`src/sv/oppd_pkg.sv`:
```
// shared types and constants for the ogg page packet deframer
// no dependencies; imported by every module of the block but oppd_ram
package oppd_pkg;

    localparam int LACE_DEPTH = 255;
    localparam int LACE_AW    = 8;
    localparam int LACE_DW    = 8;

    localparam logic [4:0] HDR_PATTERN_LEN = 5'd4;
    localparam logic [4:0] HDR_SEGS        = 5'd26;
    localparam logic [7:0] MAX_LACE        = 8'd255;

    typedef struct packed {
        logic [7:0] in_byte;
        logic       body_last;
    } t_in_item;

    typedef struct packed {
        logic [7:0] out_byte;
        logic       byte_present;
        logic       packet_end;
        logic       framing_error;
    } t_out_item;

    typedef struct packed {
        logic step;
        logic skip_end;
        logic skip_read;
        logic skip_check;
        logic finish;
    } t_cmd;

    typedef struct packed {
        logic needs_skip;
        logic at_end;
        logic rd_zero;
        logic has_res;
        logic out_free;
    } t_status;

    // capture pattern "OggS"
    function automatic logic [7:0] f_capture(input logic [1:0] idx);
        logic [7:0] v;
        case (idx)
            2'd0:    v = 8'h4F;
            2'd1:    v = 8'h67;
            2'd2:    v = 8'h67;
            default: v = 8'h53;
        endcase
        return v;
    endfunction

endpackage

```
`src/sv/oppd_ram.sv`:
```
// generic single-write, single-read ram with registered read data
// no dependencies
module oppd_ram #(
    parameter int P_WIDTH = 8,
    parameter int P_DEPTH = 255
) (
    input  logic                       i_clk,
    input  logic                       i_we,
    input  logic [$clog2(P_DEPTH)-1:0] i_waddr,
    input  logic [P_WIDTH-1:0]         i_wdata,
    input  logic                       i_re,
    input  logic [$clog2(P_DEPTH)-1:0] i_raddr,
    output logic [P_WIDTH-1:0]         o_rdata
);

    logic [P_WIDTH-1:0] r_mem [P_DEPTH];
    logic [P_WIDTH-1:0] r_rdata;

    always_ff @(posedge i_clk) begin
        if (i_we) begin
            r_mem[i_waddr] <= i_wdata;
        end
        if (i_re) begin
            r_rdata <= r_mem[i_raddr];
        end
    end

    assign o_rdata = r_rdata;

endmodule

```
`src/sv/oppd_ctrl.sv`:
```
// controller state machine of the ogg page packet deframer
// depends on oppd_pkg (command and status types)
module oppd_ctrl
    import oppd_pkg::*;
(
    input  logic    i_clk,
    input  logic    i_rst_n,
    input  logic    i_in_valid,
    output logic    o_in_ready,
    input  t_status i_status,
    output t_cmd    o_cmd
);

    localparam logic [1:0] S_IDLE = 2'd0;
    localparam logic [1:0] S_SKIP = 2'd1;
    localparam logic [1:0] S_WAIT = 2'd2;
    localparam logic [1:0] S_DONE = 2'd3;

    logic [1:0] r_state;
    logic [1:0] n_state;

    assign o_in_ready = (r_state == S_IDLE) && i_rst_n;

    always_comb begin
        n_state = r_state;
        o_cmd   = '0;
        unique case (r_state)
            S_IDLE: begin
                if (i_in_valid && i_rst_n) begin
                    o_cmd.step = 1'b1;
                    n_state    = i_status.needs_skip ? S_SKIP : S_DONE;
                end
            end
            S_SKIP: begin
                if (i_status.at_end) begin
                    o_cmd.skip_end = 1'b1;
                    n_state        = S_DONE;
                end else begin
                    o_cmd.skip_read = 1'b1;
                    n_state         = S_WAIT;
                end
            end
            S_WAIT: begin
                o_cmd.skip_check = 1'b1;
                n_state          = i_status.rd_zero ? S_SKIP : S_DONE;
            end
            S_DONE: begin
                if (!i_status.has_res || i_status.out_free) begin
                    o_cmd.finish = 1'b1;
                    n_state      = S_IDLE;
                end
            end
            default: n_state = S_IDLE;
        endcase
    end

    always_ff @(posedge i_clk) begin
        if (!i_rst_n) begin
            r_state <= S_IDLE;
        end else begin
            r_state <= n_state;
        end
    end

endmodule

```
`src/sv/oppd_datapath.sv`:
```
// datapath of the ogg page packet deframer: parser registers and output register
// depends on oppd_pkg; drives the lace table ram ports
module oppd_datapath
    import oppd_pkg::*;
(
    input  logic               i_clk,
    input  logic               i_rst_n,
    input  t_cmd               i_cmd,
    output t_status            o_status,
    input  t_in_item           i_in_item,
    output logic               o_out_valid,
    input  logic               i_out_ready,
    output t_out_item          o_out_item,
    output logic               o_ram_we,
    output logic [LACE_AW-1:0] o_ram_waddr,
    output logic [LACE_DW-1:0] o_ram_wdata,
    output logic               o_ram_re,
    output logic [LACE_AW-1:0] o_ram_raddr,
    input  logic [LACE_DW-1:0] i_ram_rdata
);

    localparam logic [1:0] PH_HEADER = 2'd0;
    localparam logic [1:0] PH_LACING = 2'd1;
    localparam logic [1:0] PH_DATA   = 2'd2;
    localparam logic [1:0] PH_HALT   = 2'd3;

    logic [1:0]  r_phase,     n_phase;
    logic [4:0]  r_hdr_cnt,   n_hdr_cnt;
    logic [7:0]  r_seg_cnt,   n_seg_cnt;
    logic [7:0]  r_seg_idx,   n_seg_idx;
    logic [7:0]  r_bytes_left, n_bytes_left;
    logic [7:0]  r_cur_lace,  n_cur_lace;
    logic        r_open,      n_open;
    logic        r_last,      n_last;
    logic        r_has_res,   n_has_res;
    t_out_item   r_res,       n_res;
    logic        r_out_valid, n_out_valid;
    t_out_item   r_out,       n_out;

    logic [7:0] w_byte;
    logic [8:0] w_idx_inc;
    logic [7:0] w_bl_dec;

    assign w_byte    = i_in_item.in_byte;
    assign w_idx_inc = {1'b0, r_seg_idx} + 9'd1;
    assign w_bl_dec  = r_bytes_left - {7'd0, (r_bytes_left != 8'd0)};

    always_comb begin
        o_status.needs_skip = ((r_phase == PH_LACING) && (w_idx_inc >= {1'b0, r_seg_cnt}))
                           || ((r_phase == PH_DATA) && (r_bytes_left <= 8'd1));
        o_status.at_end     = (r_seg_idx >= r_seg_cnt);
        o_status.rd_zero    = (i_ram_rdata == 8'd0);
        o_status.has_res    = r_has_res;
        o_status.out_free   = !r_out_valid || i_out_ready;
    end

    assign o_ram_waddr = r_seg_idx;
    assign o_ram_wdata = w_byte;
    assign o_ram_raddr = r_seg_idx;
    assign o_ram_re    = i_cmd.skip_read;

    always_comb begin
        n_phase      = r_phase;
        n_hdr_cnt    = r_hdr_cnt;
        n_seg_cnt    = r_seg_cnt;
        n_seg_idx    = r_seg_idx;
        n_bytes_left = r_bytes_left;
        n_cur_lace   = r_cur_lace;
        n_open       = r_open;
        n_last       = r_last;
        n_has_res    = r_has_res;
        n_res        = r_res;
        n_out        = r_out;
        n_out_valid  = r_out_valid && !i_out_ready;
        o_ram_we     = 1'b0;

        if (i_cmd.step) begin
            n_last    = i_in_item.body_last;
            n_has_res = 1'b0;
            n_res     = '0;
            unique case (r_phase)
                PH_HEADER: begin
                    if ((r_hdr_cnt < HDR_PATTERN_LEN) && (w_byte != f_capture(r_hdr_cnt[1:0])))
                    begin
                        n_res.framing_error = 1'b1;
                        n_has_res           = 1'b1;
                        n_phase             = PH_HALT;
                    end else if (r_hdr_cnt >= HDR_SEGS) begin
                        n_seg_cnt = w_byte;
                        n_seg_idx = 8'd0;
                        n_hdr_cnt = 5'd0;
                        if (w_byte != 8'd0) begin
                            n_phase = PH_LACING;
                        end
                    end else begin
                        n_hdr_cnt = r_hdr_cnt + 5'd1;
                    end
                end
                PH_LACING: begin
                    o_ram_we = 1'b1;
                    if (w_idx_inc >= {1'b0, r_seg_cnt}) begin
                        n_seg_idx = 8'd0;
                    end else begin
                        n_seg_idx = w_idx_inc[7:0];
                    end
                end
                PH_DATA: begin
                    n_res.out_byte     = w_byte;
                    n_res.byte_present = 1'b1;
                    n_has_res          = 1'b1;
                    n_open             = 1'b1;
                    n_bytes_left       = w_bl_dec;
                    if (w_bl_dec == 8'd0) begin
                        n_seg_idx = w_idx_inc[7:0];
                        if (r_cur_lace < MAX_LACE) begin
                            n_res.packet_end = 1'b1;
                            n_open           = 1'b0;
                        end
                    end
                end
                PH_HALT: begin
                end
                default: begin
                end
            endcase
        end

        if (i_cmd.skip_end) begin
            n_phase      = PH_HEADER;
            n_hdr_cnt    = 5'd0;
            n_bytes_left = 8'd0;
        end

        if (i_cmd.skip_check) begin
            if (i_ram_rdata == 8'd0) begin
                if (r_open) begin
                    n_open           = 1'b0;
                    n_res.packet_end = 1'b1;
                    n_has_res        = 1'b1;
                end
                n_seg_idx = w_idx_inc[7:0];
            end else begin
                n_bytes_left = i_ram_rdata;
                n_cur_lace   = i_ram_rdata;
                n_phase      = PH_DATA;
            end
        end

        if (i_cmd.finish) begin
            if (r_has_res) begin
                n_out_valid = 1'b1;
                n_out       = r_res;
                n_has_res   = 1'b0;
            end
            // end of body puts the parser back to its reset state
            if (r_last) begin
                n_phase      = PH_HEADER;
                n_hdr_cnt    = 5'd0;
                n_seg_cnt    = 8'd0;
                n_seg_idx    = 8'd0;
                n_bytes_left = 8'd0;
                n_open       = 1'b0;
                n_last       = 1'b0;
            end
        end
    end

    always_ff @(posedge i_clk) begin
        if (!i_rst_n) begin
            r_phase      <= PH_HEADER;
            r_hdr_cnt    <= 5'd0;
            r_seg_cnt    <= 8'd0;
            r_seg_idx    <= 8'd0;
            r_bytes_left <= 8'd0;
            r_open       <= 1'b0;
            r_last       <= 1'b0;
            r_has_res    <= 1'b0;
            r_out_valid  <= 1'b0;
        end else begin
            r_phase      <= n_phase;
            r_hdr_cnt    <= n_hdr_cnt;
            r_seg_cnt    <= n_seg_cnt;
            r_seg_idx    <= n_seg_idx;
            r_bytes_left <= n_bytes_left;
            r_open       <= n_open;
            r_last       <= n_last;
            r_has_res    <= n_has_res;
            r_out_valid  <= n_out_valid;
        end
    end

    always_ff @(posedge i_clk) begin
        r_cur_lace <= n_cur_lace;
        r_res      <= n_res;
        r_out      <= n_out;
    end

    assign o_out_valid = r_out_valid;
    assign o_out_item  = r_out;

endmodule

```
`src/sv/ogg_page_packet_deframer_core.sv`:
```
// top level of the ogg page packet deframer
// depends on oppd_pkg, oppd_ctrl, oppd_datapath and oppd_ram
//
// usage:
//   input channel (i_in_valid / o_in_ready / i_in_item) takes one body byte per
//   transaction, with body_last set on the final byte of the ogg body
//   output channel (o_out_valid / i_out_ready / o_out_item) gives at most one
//   result per input byte: a payload byte, a marker-only packet end, or a
//   single framing error after a capture pattern mismatch
// timing:
//   header, lacing and mid-segment data bytes pass the accept and finish states
//   a byte that ends a segment or the lacing table also passes the skip state,
//   and, unless no segment is left on the page, the wait state; every zero lace
//   skipped adds another skip and wait (one lace table ram read each)
//   a result is visible the cycle after its byte is finished
// stalls:
//   the output register holds one finished result; the next byte is accepted
//   while it waits, and that byte's result waits in the datapath until the
//   output register frees, with o_in_ready low meanwhile
// reset:
//   i_rst_n is synchronous, active low; the parser returns to the header phase
//   and no transaction is taken while it is low; the lace table is not cleared
//   (only entries written on the current page are read)
module ogg_page_packet_deframer_core
    import oppd_pkg::*;
(
    input  logic      i_clk,
    input  logic      i_rst_n,
    input  logic      i_in_valid,
    output logic      o_in_ready,
    input  t_in_item  i_in_item,
    output logic      o_out_valid,
    input  logic      i_out_ready,
    output t_out_item o_out_item
);

    t_cmd    w_cmd;
    t_status w_status;

    // lace table ram ports
    logic               w_ram_we;
    logic [LACE_AW-1:0] w_ram_waddr;
    logic [LACE_DW-1:0] w_ram_wdata;
    logic               w_ram_re;
    logic [LACE_AW-1:0] w_ram_raddr;
    logic [LACE_DW-1:0] w_ram_rdata;

    // sequencer: step, zero-lace skip loop, result hand-off
    oppd_ctrl u_ctrl (
        .i_clk      (i_clk),
        .i_rst_n    (i_rst_n),
        .i_in_valid (i_in_valid),
        .o_in_ready (o_in_ready),
        .i_status   (w_status),
        .o_cmd      (w_cmd)
    );

    // parser registers, pending result and output register
    oppd_datapath u_datapath (
        .i_clk       (i_clk),
        .i_rst_n     (i_rst_n),
        .i_cmd       (w_cmd),
        .o_status    (w_status),
        .i_in_item   (i_in_item),
        .o_out_valid (o_out_valid),
        .i_out_ready (i_out_ready),
        .o_out_item  (o_out_item),
        .o_ram_we    (w_ram_we),
        .o_ram_waddr (w_ram_waddr),
        .o_ram_wdata (w_ram_wdata),
        .o_ram_re    (w_ram_re),
        .o_ram_raddr (w_ram_raddr),
        .i_ram_rdata (w_ram_rdata)
    );

    // one lace per segment of the current page
    oppd_ram #(
        .P_WIDTH (LACE_DW),
        .P_DEPTH (LACE_DEPTH)
    ) u_lace_ram (
        .i_clk   (i_clk),
        .i_we    (w_ram_we),
        .i_waddr (w_ram_waddr),
        .i_wdata (w_ram_wdata),
        .i_re    (w_ram_re),
        .i_raddr (w_ram_raddr),
        .o_rdata (w_ram_rdata)
    );

endmodule

```
`config.mk`:
```
export PLATFORM = sky130hd
export DESIGN_NAME = ogg_page_packet_deframer_core
export DESIGN_NICKNAME = d
export VERILOG_FILES = /design/src/sv/oppd_pkg.sv /design/src/sv/oppd_ram.sv /design/src/sv/oppd_ctrl.sv /design/src/sv/oppd_datapath.sv /design/src/sv/ogg_page_packet_deframer_core.sv
export SDC_FILE = /design/constraint.sdc
export NUM_CORES = 2
export LEC_CHECK = 0
export ABC_CLOCK_PERIOD_IN_PS = 4600
export CORE_UTILIZATION = 45
export DETAILED_ROUTE_END_ITERATION = 12
export DONT_BUFFER_PORTS = 1
export SYNTH_ARGS = -nofsm -noshare
export SYNTH_HDL_FRONTEND = slang
export SYNTH_SLANG_ARGS = --single-unit
```
`constraint.sdc`:
```
create_clock -name i_clk -period 4.6 [get_ports i_clk]
set_clock_uncertainty 0.05 [all_clocks]
set_input_delay 0.92 -clock i_clk [delete_from_list [all_inputs] [get_ports i_clk]]
set_output_delay 0.92 -clock i_clk [all_outputs]
set_load 0.05 [all_outputs]
```
==> out/results.ini <==
[outcome]
status=finished, final reports clean

[synth]
synthCells=3924
synth_flop_cell=edfxtp_1
ys_top_cells_by_area=edfxtp_1 75%, mux4_2 15%, nor2_1 1.4%
syn-cell-area_um2=82700
synth_top_cell_by_area=edfxtp_1
synth.distinct_cells=71
yosysSeqAreaShare_pct=76.3
syn_nets=3962
syn-mean-instance-area_um2=21.1
ys_ff_latch=2115
synth_edf_count=2077
async_reset_ff_share_pct=0
netlist.area_leader.share_pct=75.4
ys_warn_count=0
synth_common_cells=2,077 x edfxtp_1, 561 x mux4_2, 303 x nor2_1, 162 x nand2_1, 106 x clkbuf_1
yosysMostFrequentCell=edfxtp_1

[power]
seq_power_share_pct=55.3
sw_frac_of_total_pct=19.5
internal_power_mw=30.9
power_frac_clock_pct=44.1
leakage_nw=28.4
switchingPower_mw=7.47
p_total_mw=38.4
vdd_drop_max_uv=355
combPwrFrac_pct=0.6
powerDensity_nw_per_um2=411

[clock_network]
clk_path_buf_depth=3
cts_resized=0
clk_latency_ns=0.86
root_buffer=clkbuf_16
numCtsBuffers=212
cts_sinks=2115
cts_setup_buffers=0
clkTransAtPathRegs_ns=0.06
cts_tree=built
htreeDepth=4
cts_hold_buffers=0

[finish]
layout-drive-gt1-share_pct=25.8
area_growth_pct=12.9
finalNetCount=4162
n_fill_cell=14196
multiInputGateArea_um2=18400
seqCellArea_um2=63100

[global_routing]
grt_max_degree=261
grt_pass1_wl_um=304000
gr-total-overflow=0
grtUsageTotal_pct=23.1
grt_pass1_vias=40212
antenna_found_initial=2

[hold_path]
whs_endpoint=u_lace_ram.r_mem[129][0]
hp-class=in2reg
worst_hold_path.num_cells=0
hp-start=i_in_item[1]

[sta]
finalHoldViolations=0
rsz0062_at_grt=no
setup_tns_ns=0
worstMarginPinSlew_ns=1.23
setup-violations-final=0
period_needed_ns=4.15
fmax_mhz=241
relSlewSlack_pct=17.8
final.period_utilization_pct=90.3
drv_slew=0

[worst_setup_path]
r2r_end=u_lace_ram.o_rdata[0]
crit-reg2reg-launch=u_datapath.o_ram_raddr[1]
arrival_ns=4.69
critPathKind=reg2reg
crit_buf_inv=2
critical_path.slowest_cell=dfxtp_4
max_stage_delay_ns=0.81
required_ns=5.14
r2r_slack_ns=0.45
rr_worst_depth=9
setup.worst_path.start_class=register
cpLargestDelayFamily=simple AND/OR/NAND/NOR gates
endpoint_kind=register
crit_fanout=42
path_cells=buf_12, buf_12, mux4_2, mux2i_1, o32ai_1, nor4_1, nand2_1, a2111oi_0, nand4_1
cpMostUsedCell=buf_12

[placement]
hpwl_um=127000
portBuffers=0
gp_congestion=0.874

[floorplan]
fp.dieH_um=431
io_pins=26
initial_core_util_pct=45.5
placementRows=156
die_area_um2=185000
core-area_um2=182000
die_w_um=431

[routing]
wl_per_cell_um=31.6
drtIter0Drc=5018
wl_um=213000
dr.pass1.iters=5
viasPerCell=6.04
antenna_left=0
drc_errors=0
vias=40785

[job]
cap_violations=0

layout make-up:
cell class                      instances  area share, %
Clock inverter                        124           1.30
Sequential cell                      2115           67.6
Tap cell                             2449           3.28
Multi-Input combinational cell       1562           19.7
Clock buffer                          267           5.98
Inverter                               25          0.109
Antenna cell                            1        0.00268
Timing Repair Buffer                  208           1.99
power groups by stage:
| stage | Combinational, mW | Clock [mW] | Sequential (mW) |
|---|---|---|---|
| 3_3_place_gp | 0.231 | 0 | 21.6 |
| 6_report | 0.232 | 16.9 | 21.2 |
| 3_5_place_dp | 0.233 | 0 | 21.6 |
| 4_1_cts | 0.233 | 17.2 | 21.2 |
| 5_1_grt | 0.253 | 17.9 | 21.2 |
| 2_1_floorplan | 0.177 | 0 | 21.6 |
worst reg2reg max path, delay by kind of cell (launching register included):
kind            cells  cell delay [ns]
flops               1             0.81
simple gates        3             0.87
buf+inv             2             0.69
compound gates      2             0.62
mux                 2             0.85
flip-flops by register name, summed over array words and instances, names as in the netlist:
signal                   cells
u_datapath.r_has_res         1
u_datapath.r_phase           2
u_datapath.r_last            1
u_datapath.o_ram_raddr       8
u_ctrl.r_state               2
u_datapath.r_hdr_cnt         5
u_datapath.r_cur_lace        8
u_lace_ram.r_mem          2040
u_datapath.r_open            1
u_datapath.r_bytes_left      8
u_datapath.o_out_item       11
u_datapath.o_out_valid       1
u_datapath.r_seg_cnt         8
u_datapath.r_res            11
u_lace_ram.o_rdata           8
stage by stage:
step / area, um^2 / hold slack [ns] / util [%] / setup WS, ns / instances
after floorplan: 82700 / 0.350 / - / 0.644 / 3924
after global placement: 86600 / 0.352 / 47.6 / 0.294 / 6359
after detailed placement: 86600 / 0.355 / 47.6 / 0.456 / 6359
after CTS: 93400 / 0.0833 / 51.4 / 0.437 / 6750
after global routing: 93400 / 0.103 / 51.4 / 0.346 / 6750
final: 93400 / 0.144 / 51.4 / 0.447 / 6751
worst max-delay path by stage:
stage	slack, ns	cells past startpoint	from	endpoint
after floorplan	0.64	8	i_rst_n	u_lace_ram.r_mem[235][0]
after global placement	0.29	9	u_datapath.o_ram_raddr[1]	u_lace_ram.o_rdata[0]
after detailed placement	0.46	9	u_datapath.o_ram_raddr[1]	u_lace_ram.o_rdata[0]
after CTS	0.44	9	u_datapath.o_ram_raddr[1]	u_lace_ram.o_rdata[0]
after global routing	0.35	9	u_datapath.o_ram_raddr[1]	u_lace_ram.o_rdata[0]
final	0.45	9	u_datapath.o_ram_raddr[1]	u_lace_ram.o_rdata[0]
layer usage:
layer	part of all wire (%)	GRT usage, %	vias to the layer above	routed length, um
met5	0	0	-	0
met4	2.8	6.88	0	6070
met3	8.1	4.47	302	17200
met2	47	35.5	1796	100000
met1	42	33.7	21970	89700
li1	-	-	16717	-
cells in the final DEF, fill, tap and decap left out, types with 16 or more instances in the layout:
cell,count
ha_1,25
mux4_2,561
nand2b_1,16
nand2_1,150
nor2b_1,23
nand3_1,57
clkbuf_16,213
nand4_1,19
bufinv_16,18
mux2i_1,77
clkinv_1,45
clkinv_2,38
nor3_1,28
clkbuf_1,49
dfxtp_1,31
inv_1,22
edfxtp_1,2077
o22ai_1,25
buf_12,24
a21oi_1,27
nor2_1,302
o21ai_0,43
buf_4,184
cell families after synthesis:
family                     synth area share [%]
DFF                                        76.3
adders and majority gates                 0.378
and+or+nand+nor                            3.52
buffers and inverters                      1.51
xor gates and xnor gates                  0.148
muxes                                      16.3
AOI/OAI and AO/OA                          1.83
Power figures use the tool's default switching activity.
